## src/sv/assert_macros.svh

```systemverilog
// Assertion macros for the unit's RTL; only c8fx_ctrl includes them.
// Each macro checks on the rising edge of clk and is disabled while rst is high.
`ifndef ASSERT_MACROS_SVH
`define ASSERT_MACROS_SVH

// Same-cycle implication.
`define C8FX_ASSERT_IMP(label, ante, cons) \
  label: assert property (@(posedge clk) disable iff (rst) (ante) |-> (cons)) \
    else $error("c8fx assertion failed");

// Next-cycle implication.
`define C8FX_ASSERT_NXT(label, ante, cons) \
  label: assert property (@(posedge clk) disable iff (rst) (ante) |=> (cons)) \
    else $error("c8fx assertion failed");

`endif

```

## src/sv/c8fx_pkg.sv

```systemverilog
// Types, codes and helper functions of the F-group instruction unit.
// Used by c8fx_ctrl, c8fx_dpath and chip8_fx_instruction_unit.
`timescale 1ns / 1ps

package c8fx_pkg;

  localparam int MEM_BYTES = 4096;
  localparam int MEM_AW    = $clog2(MEM_BYTES);

  localparam logic [2:0] OP_EXEC   = 3'd0;
  localparam logic [2:0] OP_WR_V   = 3'd1;
  localparam logic [2:0] OP_WR_MEM = 3'd2;
  localparam logic [2:0] OP_RD_MEM = 3'd3;
  localparam logic [2:0] OP_WR_I   = 3'd4;
  localparam logic [2:0] OP_WR_PC  = 3'd5;

  localparam logic [7:0] SEL_DELAY_RD = 8'h07;
  localparam logic [7:0] SEL_KEY_WAIT = 8'h0A;
  localparam logic [7:0] SEL_DELAY_WR = 8'h15;
  localparam logic [7:0] SEL_SOUND_WR = 8'h18;
  localparam logic [7:0] SEL_ADD_I    = 8'h1E;
  localparam logic [7:0] SEL_FONT     = 8'h29;
  localparam logic [7:0] SEL_BCD      = 8'h33;
  localparam logic [7:0] SEL_STORE    = 8'h55;
  localparam logic [7:0] SEL_LOAD     = 8'h65;

  localparam logic [7:0]  FONT_STRIDE = 8'h05;
  localparam logic [15:0] PC_STEP     = 16'd2;

  // Work class of a latched item, as seen by the controller.
  localparam logic [1:0] KIND_ONE   = 2'd0;
  localparam logic [1:0] KIND_READ  = 2'd1;
  localparam logic [1:0] KIND_STORE = 2'd2;
  localparam logic [1:0] KIND_LOAD  = 2'd3;

  typedef struct packed {
    logic [2:0]  operation;
    logic [15:0] instruction;
    logic [11:0] address;
    logic [3:0]  reg_index;
    logic [7:0]  byte_value;
    logic [15:0] word_value;
  } cmd_item_t;

  typedef struct packed {
    logic        status;
    logic [15:0] program_counter;
    logic [15:0] index_value;
    logic [7:0]  delay_count;
    logic [7:0]  sound_count;
    logic        key_waiting;
    logic [3:0]  key_target;
    logic [7:0]  x_register_value;
    logic [7:0]  read_byte;
  } rsp_item_t;

  // Controller to datapath.
  typedef struct packed {
    logic       latch;
    logic       apply_one;
    logic       use_k;
    logic [3:0] k;
    logic       store_step;
    logic       mem_re;
    logic       load_wb;
    logic [3:0] wb_idx;
    logic       pc_step;
    logic       load_out;
  } dp_ctl_t;

  // Datapath to controller.
  typedef struct packed {
    logic [1:0] kind;
    logic [3:0] last;
  } dp_stat_t;

  // One decimal digit of v: pos 0 hundreds, 1 tens, else ones.
  function automatic logic [7:0] bcd_digit(input logic [7:0] v, input logic [1:0] pos);
    logic [1:0]  h;
    logic [7:0]  r;
    logic [14:0] prod;
    logic [3:0]  t;
    logic [7:0]  o;
    h = (v >= 8'd200) ? 2'd2 : ((v >= 8'd100) ? 2'd1 : 2'd0);
    r = v - ((h == 2'd2) ? 8'd200 : ((h == 2'd1) ? 8'd100 : 8'd0));
    // r < 100: tens = (r * 205) >> 11
    prod = 15'(r[6:0]) * 15'd205;
    t = prod[14:11];
    o = r - 8'({4'd0, t} * 8'd10);
    case (pos)
      2'd0:    bcd_digit = {6'd0, h};
      2'd1:    bcd_digit = {4'd0, t};
      default: bcd_digit = o;
    endcase
  endfunction

endpackage

```

## src/sv/c8fx_ctrl.sv

```systemverilog
// Controller of the F-group unit: input/output handshakes and the step sequencer
// for memory copies. Commands c8fx_dpath; uses c8fx_pkg and assert_macros.svh.
`timescale 1ns / 1ps
`include "assert_macros.svh"

module c8fx_ctrl (
  input  logic               clk,
  input  logic               rst,
  input  logic               cmd_valid,
  output logic               cmd_stall,
  output logic               rsp_valid,
  input  logic               rsp_stall,
  input  c8fx_pkg::dp_stat_t stat,
  output c8fx_pkg::dp_ctl_t  ctl
);

  localparam logic [2:0] ST_IDLE  = 3'd0;
  localparam logic [2:0] ST_EXEC  = 3'd1;
  localparam logic [2:0] ST_STORE = 3'd2;
  localparam logic [2:0] ST_LOAD  = 3'd3;
  localparam logic [2:0] ST_LTAIL = 3'd4;
  localparam logic [2:0] ST_OUT   = 3'd5;

  logic [2:0] state;
  logic [2:0] state_next;
  logic [3:0] k;
  logic [3:0] k_next;
  logic       rsp_valid_next;

  always_comb begin
    ctl        = '0;
    ctl.k      = k;
    state_next = state;
    k_next     = k;
    // hold off the sender during reset as well
    cmd_stall  = rst || (state != ST_IDLE);
    case (state)
      ST_IDLE: begin
        if (cmd_valid && !rst) begin
          ctl.latch  = 1'b1;
          state_next = ST_EXEC;
        end
      end
      ST_EXEC: begin
        k_next = 4'd0;
        case (stat.kind)
          c8fx_pkg::KIND_ONE: begin
            ctl.apply_one = 1'b1;
            state_next    = ST_OUT;
          end
          c8fx_pkg::KIND_READ: begin
            ctl.mem_re = 1'b1;
            state_next = ST_OUT;
          end
          c8fx_pkg::KIND_STORE: state_next = ST_STORE;
          c8fx_pkg::KIND_LOAD:  state_next = ST_LOAD;
          default:              state_next = ST_OUT;
        endcase
      end
      ST_STORE: begin
        ctl.use_k      = 1'b1;
        ctl.store_step = 1'b1;
        if (k == stat.last) begin
          ctl.pc_step = 1'b1;
          state_next  = ST_OUT;
        end else begin
          k_next = k + 4'd1;
        end
      end
      ST_LOAD: begin
        // read byte k, write back byte k-1 that arrived this cycle
        ctl.use_k  = 1'b1;
        ctl.mem_re = 1'b1;
        if (k != 4'd0) begin
          ctl.load_wb = 1'b1;
          ctl.wb_idx  = k - 4'd1;
        end
        if (k == stat.last) begin
          state_next = ST_LTAIL;
        end else begin
          k_next = k + 4'd1;
        end
      end
      ST_LTAIL: begin
        ctl.load_wb = 1'b1;
        ctl.wb_idx  = k;
        ctl.pc_step = 1'b1;
        state_next  = ST_OUT;
      end
      ST_OUT: begin
        // hold until the result register is free
        if (!(rsp_valid && rsp_stall)) begin
          ctl.load_out = 1'b1;
          state_next   = ST_IDLE;
        end
      end
      default: state_next = ST_IDLE;
    endcase
  end

  always_comb begin
    if (ctl.load_out) begin
      rsp_valid_next = 1'b1;
    end else if (!rsp_stall) begin
      rsp_valid_next = 1'b0;
    end else begin
      rsp_valid_next = rsp_valid;
    end
  end

  always_ff @(posedge clk) begin
    if (rst) begin
      state     <= ST_IDLE;
      k         <= 4'd0;
      rsp_valid <= 1'b0;
    end else begin
      state     <= state_next;
      k         <= k_next;
      rsp_valid <= rsp_valid_next;
    end
  end

  `C8FX_ASSERT_IMP(a_no_overwrite, ctl.load_out, !(rsp_valid && rsp_stall))
  `C8FX_ASSERT_IMP(a_step_bound, (state == ST_STORE || state == ST_LOAD), k <= stat.last)
  `C8FX_ASSERT_NXT(a_tail_after_load, state == ST_LOAD && k == stat.last, state == ST_LTAIL)

endmodule

```

## config.mk

```make
export PLATFORM = sky130hd
export DESIGN_NAME = c8fx_ctrl
export DESIGN_NICKNAME = d
export VERILOG_FILES = /design/src/sv/c8fx_pkg.sv /design/src/sv/c8fx_ctrl.sv
export VERILOG_INCLUDE_DIRS = /design/src /design/src/sv
export SDC_FILE = /design/constraint.sdc
export NUM_CORES = 1
export LEC_CHECK = 0
export BUFFER_PORTS_ARGS = -buffer_cell sky130_fd_sc_hd__buf_2
export CORE_UTILIZATION = 54
export CTS_BUF_LIST = sky130_fd_sc_hd__clkbuf_8
export DETAILED_ROUTE_END_ITERATION = 7
export GPL_TIMING_DRIVEN = 1
export HOLD_SLACK_MARGIN = 0.1
export PLACE_DENSITY = 0.9
export RECOVER_POWER = 50
export SLEW_MARGIN = 40
export SYNTH_ARGS = -nofsm -noshare
export SYNTH_HDL_FRONTEND = slang
export SYNTH_SLANG_ARGS = --single-unit
export TNS_END_PERCENT = 5
```

## constraint.sdc

```tcl
create_clock -name clk -period 5.13 [get_ports clk]
set_clock_uncertainty 0.15 [all_clocks]
set_input_delay 0.7695 -clock clk [delete_from_list [all_inputs] [get_ports clk]]
set_output_delay 0.7695 -clock clk [all_outputs]
set_load 0.02 [all_outputs]
```

==> impl_metrics.ini, run 1 <==
[routing]
drc = 0
drt-total-wl_um = 1780
first_pass_iters = 4
vias = 741
ant_nets = 0
wl_per_cell_um = 13.8
routed_via_density = 5.74
drt_iter0_markers = 10

[clocking]
cts_buffer_depth = 2
cts.repair.resized = 0
path_clk_slew_ns = 0.04
cts.sinks = 8
cts-root-buf = clkbuf_8
holdBufCountCts = 0
htreeDepth = 1
cts_buffers = 3
cts_tree = yes
clock_latency_ns = 0.23
post-cts-setup-buffer-count = 0

[cells_and_area]
layout_commonest_cell = buf_2
fin_cells = 129
drive_gt1_share_pct = 26.3
nets = 128
mostFrequentLayoutCells = 21 x buf_2, 8 x inv_1, 8 x nor2_1, 8 x dfxtp_1
fillCellCount = 112
n_antenna_cell = 0
regArea_um2 = 160
multiInputGateArea_um2 = 502
syn2layout_area_growth_pct = 15.1

[yosys]
seq_area_frac_synth_pct = 20.9
avgSynthCellArea_um2 = 8.40
synth_seq_cells = 8
ys_warn_count = 0
syn_area_um2 = 764
syn-num-nets = 103
synth-edff-count = 0
synthArstFlopShare_pct = 0
synth_ff_type = dfxtp_1
syn_inst = 91
yosysUniqueCellTypes = 37

[grt]
grt_max_degree = 15
grt_pass1_vias = 629
grtUsageTotal_pct = 25.6
antenna_found_initial = 0
grt_overflow = 0
grt_pass1_wl_um = 2590

[worst_setup_path]
crit_path_top_delay_cell = dfxtp_1
critPathMaxFanout = 6
cpPeakStageDelay_ns = 0.46
path_cells = inv_1 -> ha_1 -> nor2b_1 -> a211o_1 -> o21ai_1 -> o2bb2ai_1 -> buf_2
cp-end-kind = primary output
worst-setup-path-type = reg -> out
worstPathRequired_ns = 4.21
critPathLaunchType = flop
cp_data_arrival_time_ns = 2.02

[die]
rows = 13
coreArea_mm2 = 0.00130
initial_utilization_pct = 58.7
pin_count = 28
fp.dieW_um = 39.6
fp.dieH_um = 39.6
design.die.area_mm2 = 0.00157

[flow_run]
max-cap-violations = 0

[sta]
fin_crit_ns = 2.94
rsz0062_at_grt = no
setup_viol = 0
worst_slew_pin_slew_ns = 0.777
post-route-period-util_pct = 57.3
final_hold_viol_count = 0
slew_headroom_pct = 47.5
setup_tns_ns = 0
fmax_mhz = 340
slew_violations = 0

[power]
power.switching_uw = 88.4
p_leak_uw = 0.000406
finalPower_uw = 244
sequentialPowerShare_pct = 33.3
ir_worst_vdd_uv = 230
p_per_area_mw_per_mm2 = 277
p_int_uw = 155
clkPwrFrac_pct = 31.2
combPwrFrac_pct = 35.6
switching_share_pct = 36.3

[status]
status = finished clean

[placed_design]
gp_congestion = 0.777
dp.cells = 126
dp_hpwl_um = 1310
port_buffers = 27

[worst_hold_path]
hp-class = reg -> reg
stage by stage:
step	area [um2]	hold WS (ns)	utilization, %	worst slack (ns)
after floorplan	764	0.454	-	2.44
after global placement	872	0.383	67.0	2.52
after detailed placement	872	0.393	67.0	2.45
after CTS	913	0.400	70.2	2.20
after global routing	880	0.466	67.6	2.04
final	880	0.397	67.6	2.19
cell usage after synthesis (2+ instances only):
master	instances	area share, %
or3_1	3	2.5
o22ai_1	4	3.3
buf_6	2	2.9
nor2_1	8	3.9
dfxtp_1	8	21
inv_1	8	3.9
nor3_1	4	2.6
nor2b_1	2	1.6
clkbuf_1	3	1.5
o31ai_1	2	2.0
xnor2_4	2	7.2
o21ai_0	2	1.3
a21oi_1	6	3.9
mux2i_1	4	5.2
nand2_1	6	2.9
xnor2_2	2	4.3
nand2b_1	2	1.6
nor4b_1	2	2.3
ha_1	2	3.3
o2bb2ai_1	2	2.3
power by group through the flow:
| stage | clock network, uW | logic (uW) | registers [uW] |
|---|---|---|---|
| after floorplan | 0 | 75.1 | 72.7 |
| after global placement | 0 | 86.5 | 80.9 |
| after detailed placement | 0 | 89.0 | 81.4 |
| after CTS | 76.9 | 89.9 | 80.5 |
| after global routing | 79.1 | 94.9 | 82.5 |
| final | 76.0 | 86.6 | 81.1 |
logic make-up after synthesis:
group / share of synthesized area [%]
compound gates: 22.8
xor+xnor: 11.5
fa+ha+maj: 3.27
buf+inv: 9.98
flops: 20.9
mux: 6.71
simple gates: 24.9
per-layer routing:
layer	wire length, um	global-route usage (%)	vias to the layer above
li1	-	-	370
met4	37	17.2	0
met3	73	5.11	4
met2	903	45.1	25
met5	0	0	-
met1	767	26.6	342
worst max-delay path: cells and delay by family (launching register included):
family	cells	cell delay, ns
adder cells (fa/ha/maj)	1	0.24
AO/OA/AOI/OAI	3	0.64
AND/OR/NAND/NOR	1	0.14
flip-flops	1	0.46
buffers and inverters	2	0.31
path summary, 6_finish.rpt:
check / startpoint / to / slack (ns) / cells past startpoint
worst max-delay path: k[0]$_SDFFE_PP0P_ / ctl[5] / 2.19 / 7
worst min-delay path: rsp_valid$_SDFFE_PP0P_ / rsp_valid$_SDFFE_PP0P_ / 0.40 / 2
worst max register to register: state[1]$_SDFFE_PP0P_ / k[2]$_SDFFE_PP0P_ / 2.94 / 4
worst min register to register: rsp_valid$_SDFFE_PP0P_ / rsp_valid$_SDFFE_PP0P_ / 0.40 / 2
flip-flops by register name, indices dropped and copies added, names as in the netlist:
register / flops
state: 3
rsp_valid: 1
k: 4
final cells by class:
cell class | count | share of cell area [%]
inverter | 8 | 3.41
sequential | 8 | 18.2
multi-input combinational | 68 | 57.0
timing repair buffer | 27 | 14.5
clock buffer | 3 | 4.69
tap | 15 | 2.13
No activity file was read; power rests on OpenSTA's default activity.
==> run 2, diff against run 1 <==
--- a/config.mk
+++ b/config.mk
@@ -7,12 +7,12 @@
 export NUM_CORES = 1
 export LEC_CHECK = 0
 export BUFFER_PORTS_ARGS = -buffer_cell sky130_fd_sc_hd__buf_2
-export CORE_UTILIZATION = 54
+export CORE_UTILIZATION = 45
 export CTS_BUF_LIST = sky130_fd_sc_hd__clkbuf_8
 export DETAILED_ROUTE_END_ITERATION = 7
 export GPL_TIMING_DRIVEN = 1
 export HOLD_SLACK_MARGIN = 0.1
-export PLACE_DENSITY = 0.9
+export PLACE_DENSITY = 0.81
 export RECOVER_POWER = 50
 export SLEW_MARGIN = 40
 export SYNTH_ARGS = -nofsm -noshare
==> constraint.sdc (replaced) <==
create_clock -name clk -period 2.4 [get_ports clk]
set_clock_uncertainty 0.15 [all_clocks]
set_input_delay 0.36 -clock clk [delete_from_list [all_inputs] [get_ports clk]]
set_output_delay 0.36 -clock clk [all_outputs]
set_load 0.02 [all_outputs]
==> impl_metrics.ini, run 2 (synthesis results as in run 1) <==
[status]
status = finished clean

[sta]
rsz0062_at_grt = no
final_hold_viol_count = 0
slew_headroom_pct = 44.9
slew_violations = 0
fin_crit_ns = 2.30
setup_viol = 0
setup_tns_ns = 0
fmax_mhz = 434
hold_slack_ns = 0.297
worst_slew_pin_slew_ns = 0.816
post-route-period-util_pct = 95.9

[grt]
grt_pass1_wl_um = 2770
use_met1_pct = 23.6
grt_util_met2_pct = 34.0
grtUsageTotal_pct = 20.0
grt_pass1_vias = 637
grt_overflow = 0
grt_max_degree = 15
busiest_layer = met2
antenna_found_initial = 0
met3_usage_pct = 5.53

[cells_and_area]
syn2layout_area_growth_pct = 19.1
final_cell_area_um2 = 911
layout_commonest_cell = buf_2
mostFrequentLayoutCells = 21 x buf_2, 8 x inv_1, 8 x nor2_1, 8 x dfxtp_1
fillCellCount = 149
fin_cells = 133
largest_register_ffs = 4
nets = 131
largest_register = k
reg.largest.list = k: 4 flops, state: 3 flops, rsp_valid: 1 flops
n_antenna_cell = 0
drive_gt1_share_pct = 29.1

[placed_design]
dp.cells = 130
dp_hpwl_um = 1310
gp_congestion = 0.813
port_buffers = 27
dpl_cell_area_um2 = 896

[die]
design.die.area_mm2 = 0.00187
fp.dieH_um = 43.2
fp.dieW_um = 43.2
coreArea_mm2 = 0.00154
initial_utilization_pct = 49.6
pin_count = 28
rows = 14

[power]
p_int_uw = 337
combPwrFrac_pct = 37.3
switching_share_pct = 36.4
p_leak_uw = 0.000425
p_per_area_mw_per_mm2 = 581
sequentialPowerShare_pct = 31.3
power.switching_uw = 193
clkPwrFrac_pct = 31.4
ir_worst_vdd_uv = 395

[worst_setup_path]
critPathLaunchType = flop
critPathMaxFanout = 5
worst-setup-path-type = reg -> out
cp-end-kind = primary output
worstPathRequired_ns = 1.89
cp_data_arrival_time_ns = 1.79

[routing]
drc = 0
vias = 750
drt-total-wl_um = 1760
routed_via_density = 5.64
first_pass_iters = 4
ant_nets = 0
drt_iter0_markers = 14
wl_per_cell_um = 13.2

[flow_run]
max-cap-violations = 0

[clocking]
cts_tree = yes
holdBufCountCts = 0
path_clk_slew_ns = 0.04
htreeDepth = 1
cts-root-buf = clkbuf_8
cts_buffers = 3
clock_latency_ns = 0.23
cts_buffer_depth = 2
cts.sinks = 8

[worst_hold_path]
hp-class = in -> reg
[run 2: cell types whose count changed in the layout (fill, tap and decap cells not counted)]
cell / previous run / this run
xnor2_2: 1 / 2
xnor2_1: 1 / 0
buf_4: 0 / 3
[run 2: final timing paths]
path / from / cells past startpoint / slack, ns / to
min reg2reg: rsp_valid$_SDFFE_PP0P_ / 2 / 0.40 / rsp_valid$_SDFFE_PP0P_
max: k[0]$_SDFFE_PP0P_ / 7 / 0.1 / ctl[5]
min: rst / 2 / 0.30 / k[0]$_SDFFE_PP0P_
max reg2reg: state[2]$_SDFFE_PP0P_ / 4 / 0.26 / k[2]$_SDFFE_PP0P_
[run 2: power by group through the flow]
stage | Combinational, uW | Sequential, uW | Clock, uW
floorplan | 160 | 155 | 0
global placement | 199 | 167 | 0
detailed placement | 202 | 167 | 0
CTS | 204 | 165 | 169
global route | 216 | 168 | 175
finish | 197 | 166 | 166
[run 2: cell type report]
type	count	area, um2	area share (%)
sequential	8	160	17.6
multi-input combinational	68	509	55.9
timing repair buffer	30	150	16.5
inverter	8	30.0	3.30
tap	16	20.0	2.20
clock buffer	3	41.3	4.53
[run 2: worst max-delay path: stages, from the launching register on]
cell	delay, ns
dfxtp_1	0.33
inv_1	0.08
ha_1	0.22
nor2b_1	0.15
a211o_1	0.33
o21ai_1	0.15
o2bb2ai_1	0.12
buf_2	0.18
[run 2: through the flow]
step	utilization [%]	worst slack, ns	total power, uW
global route	59.1	0.00464	559
global placement	58.1	0.366	366
detailed placement	58.1	0.328	369
floorplan	-	0.115	316
CTS	60.8	0.0773	538
finish	59.1	0.0985	529
[run 2: metal layers]
metal | routed length, um | vias to the layer above
li1 | - | 377
met1 | 773 | 341
met2 | 829 | 28
met3 | 128 | 4
met4 | 25 | 0
met5 | 0 | -
[run 2: repair_timing]
action | 4_1_cts | 5_1_grt
resized for setup | 0 | 0
setup endpoints to repair | 0 | 1
hold endpoints to repair | 0 | 0
buffers inserted | 0 | 0
==> run 3, diff against run 2 <==
--- a/config.mk
+++ b/config.mk
@@ -7,12 +7,12 @@
 export NUM_CORES = 1
 export LEC_CHECK = 0
 export BUFFER_PORTS_ARGS = -buffer_cell sky130_fd_sc_hd__buf_2
-export CORE_UTILIZATION = 45
+export CORE_UTILIZATION = 50
 export CTS_BUF_LIST = sky130_fd_sc_hd__clkbuf_8
 export DETAILED_ROUTE_END_ITERATION = 7
 export GPL_TIMING_DRIVEN = 1
 export HOLD_SLACK_MARGIN = 0.1
-export PLACE_DENSITY = 0.81
+export PLACE_DENSITY = 0.85
 export RECOVER_POWER = 50
 export SLEW_MARGIN = 40
 export SYNTH_ARGS = -nofsm -noshare
==> constraint.sdc (replaced) <==
create_clock -name clk -period 2.61 [get_ports clk]
set_clock_uncertainty 0.15 [all_clocks]
set_input_delay 0.3915 -clock clk [delete_from_list [all_inputs] [get_ports clk]]
set_output_delay 0.3915 -clock clk [all_outputs]
set_load 0.02 [all_outputs]
==> impl_metrics.ini, run 3 (synthesis results as in run 1) <==
[routing]
top_layer = met4
drc = 0
routed_via_density = 5.96
drt_iter0_markers = 20
drt-total-wl_um = 1900
wl_per_cell_um = 14.6
routed-wl-met2_um = 981
ant_nets = 0
met1_length_um = 757
vias = 775
first_pass_iters = 4
wl_met3_um = 118

[worst_setup_path]
cp-end-kind = primary output
path_cells = inv_1 -> ha_1 -> nor2b_1 -> a211o_1 -> o21ai_1 -> o2bb2ai_1 -> buf_2
critPathMaxFanout = 6
critPathLaunchType = flop
worstPathRequired_ns = 2.07
cp_data_arrival_time_ns = 1.94
reg2reg_setup_slack_ns = 0.33
crit_path_top_delay_cell = dfxtp_2
worst-setup-path-type = reg -> out
reg2reg_depth = 4
crit_end = ctl[5]
startpoint = k[0]$_SDFFE_PP0P_
rr_startpoint = state[1]$_SDFFE_PP0P_
timing.rr.end = k[2]$_SDFFE_PP0P_
cpPeakStageDelay_ns = 0.39

[sta]
setup_slack_ns = 0.126
post-route-period-util_pct = 95.2
worst_slew_pin_slew_ns = 0.835
final_hold_viol_count = 0
slew_violations = 0
setup_viol = 0
fmax_mhz = 403
slew_headroom_pct = 43.6
setup_tns_ns = 0
fin_crit_ns = 2.48
rsz0062_at_grt = no
hold_slack_ns = 0.341

[power]
sequentialPowerShare_pct = 32.0
power.switching_uw = 177
combPwrFrac_pct = 37.2
finalPower_uw = 486
p_per_area_mw_per_mm2 = 541
p_int_uw = 308
clkPwrFrac_pct = 30.9
ir_worst_vdd_uv = 598
switching_share_pct = 36.5
p_leak_uw = 0.000415

[cells_and_area]
n_antenna_cell = 0
nets = 129
final_util_pct = 65.7
drive_gt1_share_pct = 29.6
syn2layout_area_growth_pct = 17.3
layout_commonest_cell = buf_2
reg.largest.list = k: 4 flops, state: 3 flops, rsp_valid: 1 flops
largest_register_ffs = 4
mostFrequentLayoutCells = 21 x buf_2, 8 x inv_1, 8 x nor2_1
largest_register = k

[clocking]
path_clk_slew_ns = 0.04
cts_buffer_depth = 2
cts_tree = yes
clock_latency_ns = 0.23
holdBufCountCts = 0
cts-root-buf = clkbuf_8
cts_buffers = 3
cts.sinks = 8
htreeDepth = 1

[grt]
grtUsageTotal_pct = 27.1
grt_pass1_vias = 659
antenna_found_initial = 0
grt_max_degree = 15
grt_pass1_wl_um = 2880
grt_overflow = 0

[die]
fp.dieH_um = 41.1
design.die.area_mm2 = 0.00169
initial_utilization_pct = 56.0
fp.dieW_um = 41.1
rows = 13
coreArea_mm2 = 0.00137
pin_count = 28

[status]
status = finished clean

[placed_design]
dp_hpwl_um = 1370
port_buffers = 27
place_ws_ns = 0.240
gp_congestion = 0.877

[worst_hold_path]
hp-class = in -> reg

[flow_run]
max-cap-violations = 0
==> run 3: changes by cell type in the layout (fill, tap and decap cells not counted), sizes merged <==
cell	previous run	this run
buf	24	22
==> run 3: repair_timing <==
| action | 4_1_cts | 5_1_grt |
|---|---|---|
| buffers inserted | 0 | 0 |
| pin swaps | 0 | 1 |
| endpoints found under the setup margin | 1 | 1 |
| resized for setup | 1 | 1 |
==> run 3: metal layers <==
layer	global-route usage, %	up-vias
met5	0	-
met4	12.1	0
met3	7.07	6
met2	49.2	41
met1	28.8	352
li1	-	376
==> run 3: cell type report <==
class	count	area, um2
Clock buffer	3	41.3
Fill cell	114	469
Inverter	8	30.0
Multi-Input combinational cell	68	509
Sequential cell	8	163
Tap cell	15	18.8
Timing Repair Buffer	28	135
==> run 3: power groups by stage <==
| stage | clock, uW | combinational [uW] | sequential (uW) |
|---|---|---|---|
| floorplan | 0 | 148 | 143 |
| global placement | 0 | 179 | 155 |
| detailed placement | 0 | 182 | 155 |
| CTS | 151 | 185 | 154 |
| global route | 159 | 199 | 157 |
| finish | 150 | 180 | 155 |
==> run 3: per-stage QoR <==
step / instances / cell area [um2]
final: 130 / 897
after global routing: 130 / 897
after CTS: 130 / 922
after detailed placement: 127 / 880
after global placement: 127 / 880
after floorplan: 91 / 764
==> run 3: how the worst min path moves through the flow <==
stage	from	cells after the start	endpoint	slack, ns
2_1_floorplan	stat[5]	2	state[1]$_SDFFE_PP0P_	0.43
3_3_place_gp	rsp_valid$_SDFFE_PP0P_	2	rsp_valid$_SDFFE_PP0P_	0.39
3_5_place_dp	rsp_valid$_SDFFE_PP0P_	2	rsp_valid$_SDFFE_PP0P_	0.42
4_1_cts	rst	2	k[0]$_SDFFE_PP0P_	0.33
5_1_grt	stat[5]	3	state[1]$_SDFFE_PP0P_	0.36
6_report	rst	2	k[1]$_SDFFE_PP0P_	0.34
==> run 3: critical path, delay by kind of cell, from the launching register on <==
| kind | cells | cell delay (ns) |
|---|---|---|
| compound gates | 3 | 0.64 |
| flops | 1 | 0.39 |
| buf+inv | 2 | 0.29 |
| fa+ha+maj | 1 | 0.24 |
| simple gates | 1 | 0.16 |
